$ cat config.mk
export PLATFORM = sky130hd
export DESIGN_NAME = keypad_calculator_controller_core
export DESIGN_NICKNAME = d
export VERILOG_FILES = /design/src/rtl/core/kcc_pkg.sv /design/src/rtl/core/kcc_div.sv /design/src/rtl/core/kcc_datapath.sv /design/src/rtl/core/kcc_ctrl.sv /design/src/rtl/core/keypad_calculator_controller_core.sv
export SDC_FILE = /design/constraint.sdc
export NUM_CORES = 1
export LEC_CHECK = 0
export BUFFER_PORTS_ARGS = -buffer_cell sky130_fd_sc_hd__buf_4
export CORE_MARGIN = 2
export CORE_UTILIZATION = 40
export CTS_BUF_LIST = sky130_fd_sc_hd__clkbuf_16
export CTS_CLUSTER_SIZE = 20
export DETAILED_ROUTE_END_ITERATION = 12
export PLACE_DENSITY = 0.53
export SLEW_MARGIN = 20
export SYNTH_ARGS = -nofsm -noshare
export SYNTH_HDL_FRONTEND = slang
export SYNTH_SLANG_ARGS = --single-unit
export TNS_END_PERCENT = 1
$ cat constraint.sdc
create_clock -name clk -period 14.45 [get_ports clk]
set_input_delay 2.89 -clock clk [delete_from_list [all_inputs] [get_ports clk]]
set_output_delay 2.89 -clock clk [all_outputs]
set_load 0.03 [all_outputs]
$ cat src/rtl/core/kcc_pkg.sv
`timescale 1ns / 1ps
// ----------------------------------------------------------------------------
// kcc_pkg: shared types and constants of the keypad calculator core
// Key kinds, pending-operation codes and the controller/datapath bundles.
// ----------------------------------------------------------------------------
package kcc_pkg;

	localparam int unsigned DATA_W = 16;

	// entry stops taking digits at or above this value (signed compare)
	localparam logic signed [DATA_W-1:0] ENTRY_LIMIT = 16'sd3276;

	typedef enum logic [1:0] {
		KIND_DIGIT  = 2'd0,
		KIND_OPER   = 2'd1,
		KIND_MODE   = 2'd2,
		KIND_EQUALS = 2'd3
	} kind_t;

	// pending operation; an operator key k below KEY_CLEAR selects code k+1
	typedef enum logic [3:0] {
		OPC_NONE = 4'd0,
		OPC_ADD  = 4'd1,
		OPC_SUB  = 4'd2,
		OPC_DIV  = 4'd3,
		OPC_MUL  = 4'd4,
		OPC_AND  = 4'd5,
		OPC_OR   = 4'd6,
		OPC_NOT  = 4'd7,
		OPC_XOR  = 4'd8
	} opc_t;

	localparam logic [3:0] KEY_CLEAR = 4'd8;

	// controller -> datapath
	typedef struct packed {
		logic load;       // capture the incoming key
		logic div_start;  // launch the divider
		logic commit;     // update calculator state
		logic out_load;   // load the result register
	} cmd_t;

	// datapath -> controller
	typedef struct packed {
		logic need_div;   // key runs a divide with a nonzero divisor
		logic div_done;   // quotient ready this cycle
	} sts_t;

endpackage

$ cat src/rtl/core/kcc_div.sv
`timescale 1ns / 1ps
// ----------------------------------------------------------------------------
// kcc_div: iterative signed divider
// Restoring division on magnitudes, one quotient bit per cycle, truncates
// toward zero. Result wraps to the data width.
// ----------------------------------------------------------------------------
module kcc_div (
	input  logic                              clk,
	input  logic                              arst_n,
	input  logic                              start,
	input  logic [kcc_pkg::DATA_W-1:0]        dividend,
	input  logic [kcc_pkg::DATA_W-1:0]        divisor,
	output logic                              done,
	output logic [kcc_pkg::DATA_W-1:0]        quotient
);

	localparam int unsigned W     = kcc_pkg::DATA_W;
	localparam int unsigned CNT_W = $clog2(W + 1);

	logic [W-1:0]     rem_q;
	logic [W-1:0]     quo_q;
	logic [W-1:0]     den_q;
	logic             neg_q;
	logic             busy_q;
	logic             done_q;
	logic [CNT_W-1:0] cnt_q;

	logic [W:0]   rem_sh;
	logic         ge;
	logic [W-1:0] mag_a;
	logic [W-1:0] mag_b;

	assign mag_a  = dividend[W-1] ? (~dividend + 1'b1) : dividend;
	assign mag_b  = divisor[W-1]  ? (~divisor + 1'b1)  : divisor;
	assign rem_sh = {rem_q, quo_q[W-1]};
	assign ge     = (rem_sh >= {1'b0, den_q});

	always_ff @(posedge clk or negedge arst_n) begin
		if (!arst_n) begin
			busy_q <= 1'b0;
			done_q <= 1'b0;
			cnt_q  <= '0;
		end else begin
			done_q <= 1'b0;
			if (start) begin
				busy_q <= 1'b1;
				cnt_q  <= CNT_W'(W);
			end else if (busy_q) begin
				cnt_q <= cnt_q - 1'b1;
				if (cnt_q == CNT_W'(1)) begin
					busy_q <= 1'b0;
					done_q <= 1'b1;
				end
			end
		end
	end

	// partial remainder stays below the divisor, so W bits hold it
	always_ff @(posedge clk) begin
		if (start) begin
			rem_q <= '0;
			quo_q <= mag_a;
			den_q <= mag_b;
			neg_q <= dividend[W-1] ^ divisor[W-1];
		end else if (busy_q) begin
			rem_q <= ge ? W'(rem_sh - {1'b0, den_q}) : rem_sh[W-1:0];
			quo_q <= {quo_q[W-2:0], ge};
		end
	end

	assign done     = done_q;
	assign quotient = neg_q ? (~quo_q + 1'b1) : quo_q;

endmodule

$ cat src/rtl/core/kcc_datapath.sv
`timescale 1ns / 1ps
// ----------------------------------------------------------------------------
// kcc_datapath: calculator state, ALU and result register
// Holds entry, operands, last result and mode; applies one key per commit.
// ----------------------------------------------------------------------------
module kcc_datapath (
	input  logic                         clk,
	input  logic                         arst_n,
	input  kcc_pkg::cmd_t                cmd,
	output kcc_pkg::sts_t                sts,
	input  logic [15:0]                  s_tdata,
	input  logic [1:0]                   s_tuser,
	output logic [15:0]                  m_tdata,
	output logic [1:0]                   m_tuser
);

	localparam int unsigned W = kcc_pkg::DATA_W;

	// captured key
	kcc_pkg::kind_t kind_q;
	logic [3:0]     dig_q;
	logic [3:0]     key_q;
	logic           sel_q;

	// calculator state
	logic [W-1:0]   entry_q, left_q, right_q, last_q;
	kcc_pkg::opc_t  pend_q;
	logic           bin_q, sne_q, dso_q, dz_q;

	logic [W-1:0]   entry_n, left_n, right_n, last_n;
	kcc_pkg::opc_t  pend_n;
	logic           bin_n, sne_n, dso_n, dz_n;

	logic [W-1:0]   out_data_q;
	logic [1:0]     out_user_q;

	logic           run;
	logic           hit;
	logic [W-1:0]   res;
	logic [2*W-1:0] prod;
	logic [W-1:0]   shifted;
	logic           div_done;
	logic [W-1:0]   quotient;

	kcc_div u_div (
		.clk      (clk),
		.arst_n   (arst_n),
		.start    (cmd.div_start),
		.dividend (left_q),
		.divisor  (right_q),
		.done     (div_done),
		.quotient (quotient)
	);

	assign run  = (kind_q == kcc_pkg::KIND_EQUALS) ||
	              ((kind_q == kcc_pkg::KIND_OPER) && dso_q);
	assign prod = left_q * right_q;

	assign sts.need_div = run && (pend_q == kcc_pkg::OPC_DIV) && (right_q != '0);
	assign sts.div_done = div_done;

	// times 2 or times 10 plus digit, wraps
	assign shifted = bin_q ? ({entry_q[W-2:0], 1'b0} + W'(dig_q))
	                       : ({entry_q[W-4:0], 3'b000} + {entry_q[W-2:0], 1'b0} + W'(dig_q));

	always_comb begin
		hit = 1'b1;
		res = last_q;
		dz_n = 1'b0;
		unique case (pend_q)
			kcc_pkg::OPC_ADD: res = left_q + right_q;
			kcc_pkg::OPC_SUB: res = left_q - right_q;
			kcc_pkg::OPC_MUL: res = prod[W-1:0];
			kcc_pkg::OPC_AND: res = left_q & right_q;
			kcc_pkg::OPC_OR:  res = left_q | right_q;
			kcc_pkg::OPC_XOR: res = left_q ^ right_q;
			kcc_pkg::OPC_NOT: res = ~entry_q;
			kcc_pkg::OPC_DIV: begin
				if (right_q == '0) begin
					dz_n = run;
				end else begin
					res = quotient;
				end
			end
			default: hit = 1'b0;
		endcase

		entry_n = entry_q;
		left_n  = left_q;
		right_n = right_q;
		last_n  = last_q;
		pend_n  = pend_q;
		bin_n   = bin_q;
		sne_n   = sne_q;
		dso_n   = dso_q;

		unique case (kind_q)
			kcc_pkg::KIND_DIGIT: begin
				dz_n = 1'b0;
				if (sne_q) begin
					entry_n = W'(dig_q);
					sne_n   = 1'b0;
				end else if ($signed(entry_q) < kcc_pkg::ENTRY_LIMIT) begin
					entry_n = shifted;
				end
				right_n = entry_n;
				dso_n   = 1'b1;
			end
			kcc_pkg::KIND_MODE: begin
				dz_n  = 1'b0;
				bin_n = sel_q;
			end
			default: begin
				if (run) begin
					sne_n = 1'b1;
					if (hit) begin
						last_n  = res;
						left_n  = res;
						entry_n = res;
					end else begin
						left_n = entry_q;
					end
				end
				if (kind_q == kcc_pkg::KIND_OPER) begin
					if (key_q < kcc_pkg::KEY_CLEAR) begin
						pend_n = kcc_pkg::opc_t'(key_q + 4'd1);
					end else if (key_q == kcc_pkg::KEY_CLEAR) begin
						pend_n  = kcc_pkg::OPC_NONE;
						entry_n = '0;
						left_n  = '0;
						right_n = '0;
						last_n  = '0;
					end
				end
				dso_n = 1'b0;
			end
		endcase
	end

	always_ff @(posedge clk or negedge arst_n) begin
		if (!arst_n) begin
			entry_q <= '0;
			left_q  <= '0;
			right_q <= '0;
			last_q  <= '0;
			pend_q  <= kcc_pkg::OPC_NONE;
			bin_q   <= 1'b0;
			sne_q   <= 1'b0;
			dso_q   <= 1'b1;
			dz_q    <= 1'b0;
		end else if (cmd.commit) begin
			entry_q <= entry_n;
			left_q  <= left_n;
			right_q <= right_n;
			last_q  <= last_n;
			pend_q  <= pend_n;
			bin_q   <= bin_n;
			sne_q   <= sne_n;
			dso_q   <= dso_n;
			dz_q    <= dz_n;
		end
	end

	always_ff @(posedge clk) begin
		if (cmd.load) begin
			kind_q <= kcc_pkg::kind_t'(s_tuser);
			dig_q  <= s_tdata[3:0];
			key_q  <= s_tdata[7:4];
			sel_q  <= s_tdata[8];
		end
		if (cmd.out_load) begin
			out_data_q <= entry_q;
			out_user_q <= {dz_q, bin_q};
		end
	end

	assign m_tdata = out_data_q;
	assign m_tuser = out_user_q;

endmodule

$ cat src/rtl/core/kcc_ctrl.sv
`timescale 1ns / 1ps
// ----------------------------------------------------------------------------
// kcc_ctrl: key sequencer
// Accepts a key, waits on the divider when needed, hands off the result.
// ----------------------------------------------------------------------------
module kcc_ctrl (
	input  logic          clk,
	input  logic          arst_n,
	input  logic          s_tvalid,
	output logic          s_tready,
	output logic          m_tvalid,
	input  logic          m_tready,
	output kcc_pkg::cmd_t cmd,
	input  kcc_pkg::sts_t sts
);

	typedef enum logic [1:0] {
		ST_IDLE,
		ST_DECIDE,
		ST_DIV_WAIT,
		ST_OUT
	} state_t;

	state_t state_q;
	logic   m_tvalid_q;
	logic   out_free;

	assign out_free = !m_tvalid_q || m_tready;

	always_comb begin
		cmd = '0;
		unique case (state_q)
			ST_IDLE:     cmd.load = s_tvalid;
			ST_DECIDE: begin
				cmd.div_start = sts.need_div;
				cmd.commit    = !sts.need_div;
			end
			ST_DIV_WAIT: cmd.commit = sts.div_done;
			ST_OUT:      cmd.out_load = out_free;
			default:     cmd = '0;
		endcase
	end

	always_ff @(posedge clk or negedge arst_n) begin
		if (!arst_n) begin
			state_q    <= ST_IDLE;
			m_tvalid_q <= 1'b0;
		end else begin
			if ((state_q == ST_OUT) && out_free) begin
				m_tvalid_q <= 1'b1;
			end else if (m_tready) begin
				m_tvalid_q <= 1'b0;
			end
			unique case (state_q)
				ST_IDLE: begin
					if (s_tvalid) begin
						state_q <= ST_DECIDE;
					end
				end
				ST_DECIDE: begin
					state_q <= sts.need_div ? ST_DIV_WAIT : ST_OUT;
				end
				ST_DIV_WAIT: begin
					if (sts.div_done) begin
						state_q <= ST_OUT;
					end
				end
				ST_OUT: begin
					if (out_free) begin
						state_q <= ST_IDLE;
					end
				end
				default: state_q <= ST_IDLE;
			endcase
		end
	end

	assign s_tready = (state_q == ST_IDLE);
	assign m_tvalid = m_tvalid_q;

`ifndef SYNTHESIS
	// one key in flight at a time
	a_single_key: assert property (@(posedge clk) disable iff (!arst_n)
		s_tvalid && s_tready |=> !s_tready)
		else $error("kcc_ctrl: second key taken while one is in progress");

	// divider result never arrives in the launch cycle's successor
	a_div_latency: assert property (@(posedge clk) disable iff (!arst_n)
		cmd.div_start |=> !cmd.commit)
		else $error("kcc_ctrl: commit right after divider launch");

	// result register only reloaded when its transfer is done or empty
	a_no_overwrite: assert property (@(posedge clk) disable iff (!arst_n)
		cmd.out_load |-> (!m_tvalid || m_tready))
		else $error("kcc_ctrl: pending result overwritten");

	// every commit is followed by a result hand-off before the next key
	a_commit_out: assert property (@(posedge clk) disable iff (!arst_n)
		cmd.commit |=> !s_tready)
		else $error("kcc_ctrl: ready before result was handed off");
`endif

endmodule

$ cat src/rtl/core/keypad_calculator_controller_core.sv
`timescale 1ns / 1ps
// ----------------------------------------------------------------------------
// keypad_calculator_controller_core: 16-bit signed keypad calculator
// One key event in, one display update out, per transfer.
// ----------------------------------------------------------------------------
// Each accepted key produces exactly one result transfer carrying the value now
// shown, the entry mode and a divide-by-zero flag. Keys are processed one at a
// time: a digit, mode select or any non-divide operation goes through accept,
// execute and hand-off, after which the next key is taken. A divide that
// actually runs goes through the iterative divider, which resolves one quotient
// bit per cycle: accept, launch, one step per quotient bit, a step in which the
// quotient is ready and committed, then hand-off.
// The result sits in an output register, so the next
// key may be accepted while the previous result still waits for m_tready; the
// core only stalls before loading a new result into an occupied register.
// Reset clears all calculator state: entry, operands, last result, pending
// operation and mode (decimal).
// ----------------------------------------------------------------------------
module keypad_calculator_controller_core (
	input  logic        clk,
	input  logic        arst_n,
	// key input
	input  logic        s_tvalid,
	output logic        s_tready,
	input  logic [15:0] s_tdata,  // [3:0] digit, [7:4] op_key, [8] select_binary, rest 0
	input  logic [1:0]  s_tuser,  // [1:0] operation (key kind)
	// display output
	output logic        m_tvalid,
	input  logic        m_tready,
	output logic [15:0] m_tdata,  // [15:0] display_value, two's complement
	output logic [1:0]  m_tuser   // [0] binary_mode, [1] divide_by_zero
);

	kcc_pkg::cmd_t cmd;
	kcc_pkg::sts_t sts;

	// sequencer: handshakes and step ordering
	kcc_ctrl u_ctrl (
		.clk      (clk),
		.arst_n   (arst_n),
		.s_tvalid (s_tvalid),
		.s_tready (s_tready),
		.m_tvalid (m_tvalid),
		.m_tready (m_tready),
		.cmd      (cmd),
		.sts      (sts)
	);

	// datapath: state registers, ALU, divider, result register
	kcc_datapath u_dp (
		.clk     (clk),
		.arst_n  (arst_n),
		.cmd     (cmd),
		.sts     (sts),
		.s_tdata (s_tdata),
		.s_tuser (s_tuser),
		.m_tdata (m_tdata),
		.m_tuser (m_tuser)
	);

endmodule

== Word-level counts from Yosys, hierarchy flattened ==
Index checks and enable logic that the tools add are counted.
Storage, ports and cells
  register bits after elaboration: 160
  input port bits: 22
  output and inout port bits: 20
  logic and storage cells: 155
Operators by class
  $add $sub $neg: 11
  multiply operators: 1
  order comparisons: 3
  equality and inequality tests: 20
  multiplexer cells: 58
  bitwise logic cells: 10
  reductions and logical operators: 27
Operators with widths (count)
  $mux W16: 26
  $pmux W16 S8: 1
  $not A16 Y16: 4
  $pmux W16 S2: 2
  $add A16 B1 Y16 const B: 3
  $add A16 B16 Y16: 2
  $add A16 B4 Y16: 2
  $sub A16 B16 Y16: 2
  $ge A17 B16 Y1: 1
  $mux W1: 17
  $and A16 B16 Y16: 1
  $eq A4 B3 Y1 const B: 4
  $logic_not A16 Y1: 1
  $lt A16 B13 Y1 const B: 1
  $mul A16 B16 Y16: 1
  $or A16 B16 Y16: 1
  $reduce_bool A16 Y1: 1
  $xor A16 B16 Y16: 1
  $mux W15: 1
  $reduce_bool A2 Y1: 6
  $mux W5: 2
  $eq A2 B2 Y1 const B: 4
  $eq A4 B2 Y1 const B: 2
  $eq A4 B4 Y1 const B: 2
  24 further kinds: 42

== Depth between registers and ports, before layout ==
Gate-level depths: netlist (run 1).
  word-level depth: 11
  depth in mapped cells: 23
  mapped depth without buffers: 22

== Cells and area by module ==
A second synthesis (run 1) with hierarchy kept.
Second synthesis, totals
  cells, all modules: 1830
  area, all modules: 15922.8 sq um
Modules (own cells, without submodules)
  kcc_datapath: instances 1, cells each 1330, area an instance 11532.3 sq um, sequential area each 2673.8 sq um
  kcc_div: instances 1, cells each 475, area an instance 4120.2 sq um, sequential area each 1486.4 sq um
  kcc_ctrl: instances 1, cells each 25, area an instance 270.3 sq um, sequential area each 75.1 sq um

== Worst setup path after synthesis (run 1) ==
Ideal clock, no wire load.
  path type: register -> register
  start: reg u_dp.left_q[2]
  end: reg u_dp.left_q[10]
  setup time: 0.126 ns
  data arrival time: 5.561 ns
  data required time: 14.324 ns
  path slack: 8.763 ns
  cell stages (with the launch flop): 19
  buffers on the path: 1
  period minus slack after synthesis: 5.687 ns
  cell sequence: dfrtp_1 -> clkbuf_1 -> clkinv_1 -> nor2_1 -> fa_1 -> fa_1 -> ha_1 -> fa_1 -> inv_1 -> fa_1 -> fa_1 -> inv_1 -> ha_1 -> a2111oi_0 -> o21bai_1 -> xor2_1 -> a221oi_1 -> nor2_1 -> a221o_1
Between the ends
  word-level cells in the longest chain between the ends: 7
  elaborated cells between the ends (all ways): 9
  classes of those cells: add/sub: 2; mul: 1; mux: 6
Ends and longest elaborated chain
  start: declaration: line kcc_datapath.sv:26  | logic [W-1:0] entry_q, left_q, right_q, last_q;
  start signal: assignment: line kcc_datapath.sv:153  | left_q <= left_n;
  $mul A16 B16 Y16 (tied with other cells): line kcc_datapath.sv:57  | assign prod = left_q * right_q;
  $pmux W16 S8 *: line kcc_datapath.sv:70  | unique case (pend_q)
  $mux W16 *: line kcc_datapath.sv:116  | if (hit) begin
  $mux W16 *: line kcc_datapath.sv:114  | if (run) begin
  $mux W16: line kcc_datapath.sv:127  | end else if (key_q == kcc_pkg::KEY_CLEAR) begin
  $mux W16: line kcc_datapath.sv:125  | if (key_q < kcc_pkg::KEY_CLEAR) begin
  $mux W16 *: line kcc_datapath.sv:124  | if (kind_q == kcc_pkg::KIND_OPER) begin
Every way passes the cells marked *; elsewhere a longest branch is shown, timed or not.
A chain may end at the register's enable or synchronous reset.

== Worst setup path after layout (run 1) ==
  start: reg u_dp.left_q[2]
  end: reg u_dp.left_q[12]
Same word-level chain as after synthesis.

==> metrics.md, run 1 <==
| Metric | Value |
|---|---|
| Leakage power | 7.543 nW |
| Worst r2r src | u_dp.left_q[2] |
| Largest net degree at the start of global routing | 74 |
| Number of diodes | 0 |
| Fin crit period | 7.044 ns |
| Worst Reg-to-Reg Cells | 17 |
| Peak clock frequency supported by timing | 142.0 MHz |
| Clk_lat worst skew | 0.44 ns |
| Vias in the first global route | 12680 |
| Post-CTS sizing | 0 |
| Io pins | 42 |
| Final setup vio count | 0 |
| Worst endpoint required time | 14.77 ns |
| Hold WC Path Type | flop to flop |
| Mapped Area | 15650 um^2 |
| Top FF cell, synth | dfrtp_1 |
| Filler instances | 3852 |
| Final net count | 2022 |
| Status | finished, final reports clean |
| WP data arrival | 7.37 ns |
| CTS tree | built |
| First-pass GRT wire length | 75.60 mm |
| Worst hold stages | 2 |
| Hold endpoint | u_dp.last_q[11] |
| H-tree depth | 4 |
| Max-slew violations | 0 |
| CP Class | flop to flop |
| # Post-CTS Setup Buffers | 0 |
| Clock Sinks | 160 |
| GRT Total Usage | 0.2419 |
| Via density per instance | 5.649 |
| Starting Density | 0.4049 |
| DR vias | 12971 |
| R2R Setup Slk | 7.41 ns |
| Layout cells sized above 1 | 0.07030 |
| Post-Route WL | 48.31 mm |
| Reg clk slew, reported paths | 0.06 ns |
| Worst setup EP type | flop |
| Number of max-cap violations | 0 |
| WL/cell | 21.04 um |
| Setup TNS Final | 0 ns |
| Synth Area per Inst | 8.758 um^2 |
| Reg-to-Reg End | u_dp.left_q[12] |
| Tcrit/Tclk final | 0.4875 |
| Post-synthesis async set-or-reset flop share | 0.5125 |
| PortBufs | 34 |
| Post-synthesis cell type count | 86 |
| Synth Register Bits | 160 |
| Synthesized netlist cell count | 1787 |
| Chip width | 201.8 um |
| Num CTS Buffers | 17 |
| Area grow syn2layout | 8.187% |
| Post-cts hold buffer count | 0 |
| Core Box Area | 38650 um^2 |
| Root Driver | clkbuf_16 |
| Die height | 201.8 um |
| CP Launch Type | flop |
| Initial antenna violation count | 1 |
| Dpl hpwl | 36.86 mm |
| Final hold vios | 0 |
| Unrepaired setup endpoints after global routing | no |
| Antenna viol nets, final | 0 |
| Syn_nets | 2044 |
| CP Max Fanout | 13 |
| Max IR drop VDD | 0.1119 mV |
| Worst-margin pin slew | 1.023 ns |
| Clock Skews | 0.009592 ns |
| Die Footprint | 40720 um^2 |
| Yosys warnings | 0 |
| Residual DRC | 0 |
| Initial drt markers | 1012 |
| Total grt overflow | 0 |
| Post-synth EDFFs | 62 |
| Num rows | 72 |
| Rel. slew slack | 0.3145 |
| Clock Path Buffers | 2 |
| Placer Congestion | 0.9415 |
| Fin Hold WS | 0.4741 ns |
| Hold wc startpoint | u_dp.last_q[11] |
| PD cells | 208.7 nW/um^2 |
| First-pass detailed-route iteration total | 9 |
| Seq/Total Area, Yosys | 0.2706 |
==> metal layers <==
layer  part of all wire  vias up  wire [um]  global-route usage
met3              0.066       61       3182             0.03757
li1                   -     6105          -                   -
met1               0.45     6420      21730              0.3376
met5                  0        -          0                   0
met4              0.025        0       1211             0.07090
met2               0.46      385      22190              0.3881
==> synth_stat cells (8+ instances only) <==
master | instances | share of area
and2_1 | 11 | 0.0044
xnor2_1 | 94 | 0.053
a211o_1 | 8 | 0.0045
dfxtp_1 | 16 | 0.020
a211oi_1 | 9 | 0.0043
o21ai_0 | 93 | 0.030
mux2_2 | 9 | 0.0065
or3_1 | 14 | 0.0056
nand2_1 | 205 | 0.049
nand3_1 | 35 | 0.011
o21a_1 | 17 | 0.0082
ha_1 | 150 | 0.12
o31ai_1 | 13 | 0.0062
fa_1 | 85 | 0.11
nor4_1 | 11 | 0.0044
clkbuf_1 | 81 | 0.019
edfxtp_1 | 62 | 0.12
a221oi_1 | 8 | 0.0045
a21o_1 | 30 | 0.014
dfrtp_1 | 81 | 0.13
nor2b_1 | 12 | 0.0048
clkinv_1 | 9 | 0.0022
mux2i_1 | 29 | 0.019
nand2b_1 | 24 | 0.0096
o211ai_1 | 25 | 0.012
a21oi_1 | 89 | 0.028
nor3_1 | 32 | 0.010
a22o_1 | 10 | 0.0056
a31oi_1 | 18 | 0.0072
nor2_1 | 139 | 0.033
xor2_1 | 38 | 0.021
nand4_1 | 13 | 0.0052
inv_1 | 181 | 0.043
a22oi_1 | 9 | 0.0043
==> sequential cells by signal, summed over array words and instances (netlist names), 2 cells and up <==
register          count
u_ctrl.state_q        2
u_dp.pend_q           4
u_dp.m_tuser          2
u_dp.entry_q         16
u_dp.dig_q            4
u_dp.u_div.rem_q     16
u_dp.u_div.quo_q     16
u_dp.u_div.den_q     16
u_dp.last_q          16
u_dp.u_div.cnt_q      5
u_dp.m_tdata         16
u_dp.kind_q           2
u_dp.right_q         16
u_dp.left_q          16
u_dp.key_q            4
==> worst max-delay path, cell delays in order (launching register included) <==
cell	delay [ns]
dfrtp_1	0.89
clkinv_1	0.62
nor2_1	0.29
fa_1	0.47
fa_1	0.49
ha_1	0.23
fa_1	0.53
inv_1	0.05
fa_1	0.47
fa_1	0.55
inv_1	0.04
ha_1	0.24
a2111oi_0	0.83
nor3_1	0.16
or3_1	0.38
nand3_1	0.19
a31oi_1	0.19
a221o_1	0.29
==> cell families after synthesis <==
| kind of cell | after synthesis | share of synthesized area |
|---|---|---|
| fa+ha+maj | 235 | 0.2287 |
| xor+xnor | 133 | 0.07531 |
| flops | 160 | 0.2706 |
| buf+inv | 290 | 0.07107 |
| compound gates | 393 | 0.1668 |
| simple gates | 535 | 0.1582 |
| mux | 41 | 0.02934 |
==> layout make-up <==
cell class	instances	area [um^2]	area share
Sequential cell	160	4235	0.2501
Clock buffer	18	450.4	0.02660
Clock inverter	14	122.6	0.007242
Timing Repair Buffer	56	420.4	0.02483
Tap cell	518	648.1	0.03828
Inverter	193	724.4	0.04279
Multi-Input combinational cell	1337	10330	0.6101
==> cell usage in the layout (no fill, tap or decap), types with 12 or more instances in the layout <==
cell | synthesis | final
nand2_1 | 205 | 205
inv_1 | 181 | 185
ha_1 | 150 | 150
nor2_1 | 139 | 139
xnor2_1 | 94 | 94
o21ai_0 | 93 | 93
a21oi_1 | 89 | 89
fa_1 | 85 | 85
dfrtp_1 | 81 | 81
edfxtp_1 | 62 | 62
buf_4 | 2 | 56
xor2_1 | 38 | 38
nand3_1 | 35 | 34
nor3_1 | 32 | 30
a21o_1 | 30 | 30
mux2i_1 | 29 | 29
o211ai_1 | 25 | 25
nand2b_1 | 24 | 24
a31oi_1 | 18 | 18
clkbuf_16 | 0 | 18
o21a_1 | 17 | 17
dfxtp_1 | 16 | 16
or3_1 | 14 | 14
nand4_1 | 13 | 13
o31ai_1 | 13 | 13
nor2b_1 | 12 | 12
==> through the flow <==
stage	instances	setup WS [ns]	cell area, um^2	util	total power [mW]
2_1_floorplan	1787	8.763	15650	-	2.395
3_3_place_gp	2264	7.707	16360	0.4233	3.037
3_5_place_dp	2264	7.639	16360	0.4233	3.057
4_1_cts	2296	7.620	16930	0.4381	3.523
5_1_grt	2296	7.205	16930	0.4381	3.827
6_report	2296	7.406	16930	0.4381	3.533
==> power breakdown <==
group          internal [mW]  switching (mW)
sequential             0.618           0.250
combinational          0.853            1.36
clock                  0.261           0.192
==> worst max path at each step <==
stage | startpoint | end | slack, ns | cells after the start
floorplan | u_dp.left_q[2] | u_dp.left_q[10] | 8.76 | 18
detailed placement | u_dp.left_q[2] | u_dp.left_q[12] | 7.64 | 17
global placement | u_dp.left_q[2] | u_dp.left_q[12] | 7.71 | 17
global route | u_dp.left_q[2] | u_dp.left_q[10] | 7.20 | 17
CTS | u_dp.left_q[2] | u_dp.left_q[12] | 7.62 | 17
finish | u_dp.left_q[2] | u_dp.left_q[12] | 7.41 | 17
(Power assumes the default switching activity.)
==> inputs of run 2 (changes only) <==
==> constraint.sdc (replaced) <==
create_clock -name clk -period 7.2 [get_ports clk]
set_input_delay 1.44 -clock clk [delete_from_list [all_inputs] [get_ports clk]]
set_output_delay 1.44 -clock clk [all_outputs]
set_load 0.03 [all_outputs]
==> metrics.md, run 2 (synthesized netlist as in run 1, its figures left out) <==
| Metric | Value |
|---|---|
| Commonest cells after routing, fill and taps aside | 205 x nand2_1, 185 x inv_1, 150 x ha_1, 139 x nor2_1, 94 x xnor2_1 (unchanged) |
| WP buf/inv | 5 (was 3) |
| Psw | 3.650 mW (was 1.802 mW) |
| Crit path max-delay family | adder cells (unchanged) |
| Tcrit/Tclk final | 0.9032 (was 0.4875) |
| Cell mode on critical path | fa_1 (unchanged) |
| WP data arrival | 6.82 ns (was 7.37 ns) |
| Worst setup EP type | flop (unchanged) |
| Max stage delay on crit path | 0.73 ns (was 0.89 ns) |
| Gate power share | 0.646 (was 0.626) |
| CTS tree | built (unchanged) |
| Post-CTS sizing | 0 (unchanged) |
| Layout cells sized above 1 | 0.08264 (was 0.07030) |
| Switching Share | 0.5111 (was 0.5099) |
| Clk_lat worst skew | 0.45 ns (was 0.44 ns) |
| CP Class | flop to flop (unchanged) |
| Post-cts hold buffer count | 0 (unchanged) |
| Starting Density | 0.4049 (unchanged) |
| Num rows | 72 (unchanged) |
| P_int | 3.491 mW (was 1.732 mW) |
| Placed Area | 16550 um^2 (was 16360 um^2) |
| Initial antenna violation count | 1 (unchanged) |
| Final setup vio count | 0 (unchanged) |
| Max-slew violations | 0 (unchanged) |
| Area grow syn2layout | 9.226% (was 8.187%) |
| Unrepaired setup endpoints after global routing | no (unchanged) |
| CP Max Fanout | 11 (was 13) |
| Core Box Area | 38650 um^2 (unchanged) |
| Hold WC Path Type | flop to flop (unchanged) |
| Final hold vios | 0 (unchanged) |
| Antenna viol nets, final | 0 (unchanged) |
| Num CTS Buffers | 17 (unchanged) |
| CP max-delay cell | dfrtp_1 (unchanged) |
| Via density per instance | 5.633 (was 5.649) |
| Worst endpoint required time | 7.52 ns (was 14.77 ns) |
| CP Launch Type | flop (unchanged) |
| Clock Skews | 0.008451 ns (was 0.009592 ns) |
| PortBufs | 34 (unchanged) |
| Post-route cell area | 17090 um^2 (was 16930 um^2) |
| Clock Sinks | 160 (unchanged) |
| # Post-CTS Setup Buffers | 0 (unchanged) |
| H-tree depth | 4 (unchanged) |
| Number of diodes | 0 (unchanged) |
| Total grt overflow | 0 (unchanged) |
| Setup TNS Final | 0 ns (unchanged) |
| Dpl hpwl | 38.23 mm (was 36.86 mm) |
| Reg clk slew, reported paths | 0.07 ns (was 0.06 ns) |
| GRT Total Usage | 0.2441 (was 0.2419) |
| CP Cell Sequence | inv_1 -> nor2_1 -> fa_1 -> inv_1 -> fa_1 -> fa_1 -> fa_1 -> inv_1 -> fa_1 -> inv_1 -> fa_1 -> inv_1 -> ha_1 -> a21o_1 -> nor3_1 -> o31ai_1 -> a31oi_1 -> xnor2_1 -> a2111oi_0 -> o21ai_0 (was clkinv_1 -> nor2_1 -> fa_1 -> fa_1 -> ha_1 -> fa_1 -> inv_1 -> fa_1 -> fa_1 -> inv_1 -> ha_1 -> a2111oi_0 -> nor3_1 -> or3_1 -> nand3_1 -> a31oi_1 -> a221o_1) |
| Rel. slew slack | 0.2673 (was 0.3145) |
| First-pass detailed-route iteration total | 6 (was 9) |
| Leakage power | 7.653 nW (was 7.543 nW) |
| Status | finished, final reports clean (unchanged) |
| Root Driver | clkbuf_16 (unchanged) |
| WL/cell | 21.14 um (was 21.04 um) |
| Number of max-cap violations | 0 (unchanged) |
| Io pins | 42 (unchanged) |
| Residual DRC | 0 (unchanged) |
| First-pass GRT wire length | 76.09 mm (was 75.60 mm) |
| Filler instances | 3865 (was 3852) |
| Initial drt markers | 934 (was 1012) |
| Die height | 201.8 um (unchanged) |
| Chip width | 201.8 um (unchanged) |
| Seq pwr share | 0.232 (was 0.246) |
| Placer Congestion | 0.9872 (was 0.9415) |
| Fin crit period | 6.503 ns (was 7.044 ns) |
| Die Footprint | 40720 um^2 (unchanged) |
| Worst-margin pin slew | 1.092 ns (was 1.023 ns) |
| Commonest non-fill, non-tap cell in the layout | nand2_1 (unchanged) |
| Max IR drop VDD | 0.2052 mV (was 0.1119 mV) |
| Clock Power Share | 0.122 (was 0.128) |
| Post-Route WL | 49.06 mm (was 48.31 mm) |
| PD cells | 417.8 nW/um^2 (was 208.7 nW/um^2) |
| Clock Path Buffers | 2 (unchanged) |
| Final net count | 2047 (was 2022) |
| Largest net degree at the start of global routing | 70 (was 74) |
| Peak clock frequency supported by timing | 153.8 MHz (was 142.0 MHz) |
| DR vias | 13075 (was 12971) |
| Vias in the first global route | 12915 (was 12680) |
## run 2: cell types whose count changed in the layout (fill, tap and decap cells not counted), sizes merged
cell and delta:
buf +25, bufinv -1, inv +1
## run 2: cell type report
class	count	area, um^2	area share
clock buffer	18	450.4	0.02635
clock inverter	14	97.59	0.005709
inverter	193	724.4	0.04238
multi-input combinational	1337	10330	0.6043
sequential	160	4235	0.2478
tap	518	648.1	0.03792
timing repair buffer	81	608.1	0.03557
## run 2: worst register-to-register path, stage by stage (launching register included)
cell and delay [ns]:
dfrtp_1 0.73, inv_1 0.31, nor2_1 0.22, fa_1 0.43, inv_1 0.09, fa_1 0.42
fa_1 0.50, fa_1 0.50, inv_1 0.06, fa_1 0.52, inv_1 0.06, fa_1 0.53
inv_1 0.04, ha_1 0.32, a21o_1 0.21, nor3_1 0.22, o31ai_1 0.10, a31oi_1 0.34
xnor2_1 0.23, a2111oi_0 0.43, o21ai_0 0.12
## run 2: power by group through the flow
stage,sequential (mW),clock [mW],combinational [mW]
after global routing,1.69,0.923,5.06
after global placement,1.66,0,4.49
after floorplan,1.49,0,3.32
final,1.66,0.868,4.61
after detailed placement,1.67,0,4.53
after CTS,1.65,0.888,4.56
## run 2: path summary, 6_finish.rpt
path / startpoint / to / slack [ns] / depth (start not counted)
setup / recovery: u_dp.left_q[6] / u_dp.left_q[15] / 0.70 / 20
hold / removal: u_dp.dz_q / u_dp.m_tuser[1] / 0.48 / 0
setup reg to reg: u_dp.left_q[6] / u_dp.left_q[15] / 0.70 / 20
hold reg to reg: u_dp.dz_q / u_dp.m_tuser[1] / 0.48 / 0
max in group asynchronous: arst_n / u_dp.left_q[0] / 5.16 / 2
min in group asynchronous: arst_n / u_dp.u_div.busy_q / 0.86 / 1
## run 2: through the flow
step | instances | hold WS (ns) | total power [mW] | worst slack, ns | utilization
after floorplan | 1787 | 0.4231 | 4.807 | 1.513 | -
after detailed placement | 2289 | 0.4672 | 6.200 | 0.7815 | 0.4281
after global routing | 2321 | 0.5043 | 7.675 | 0.4890 | 0.4423
after CTS | 2321 | 0.4806 | 7.101 | 0.7878 | 0.4423
final | 2321 | 0.4782 | 7.141 | 0.6969 | 0.4423
after global placement | 2289 | 0.4595 | 6.154 | 0.8171 | 0.4281
## run 2: metal layers
metal | global-route usage | wire length, um | up-vias
met4 | 0.08613 | 1534 | 2
met1 | 0.3375 | 22130 | 6438
met5 | 0 | 12 | -
met3 | 0.02918 | 2657 | 74
li1 | - | - | 6149
met2 | 0.3953 | 22720 | 412
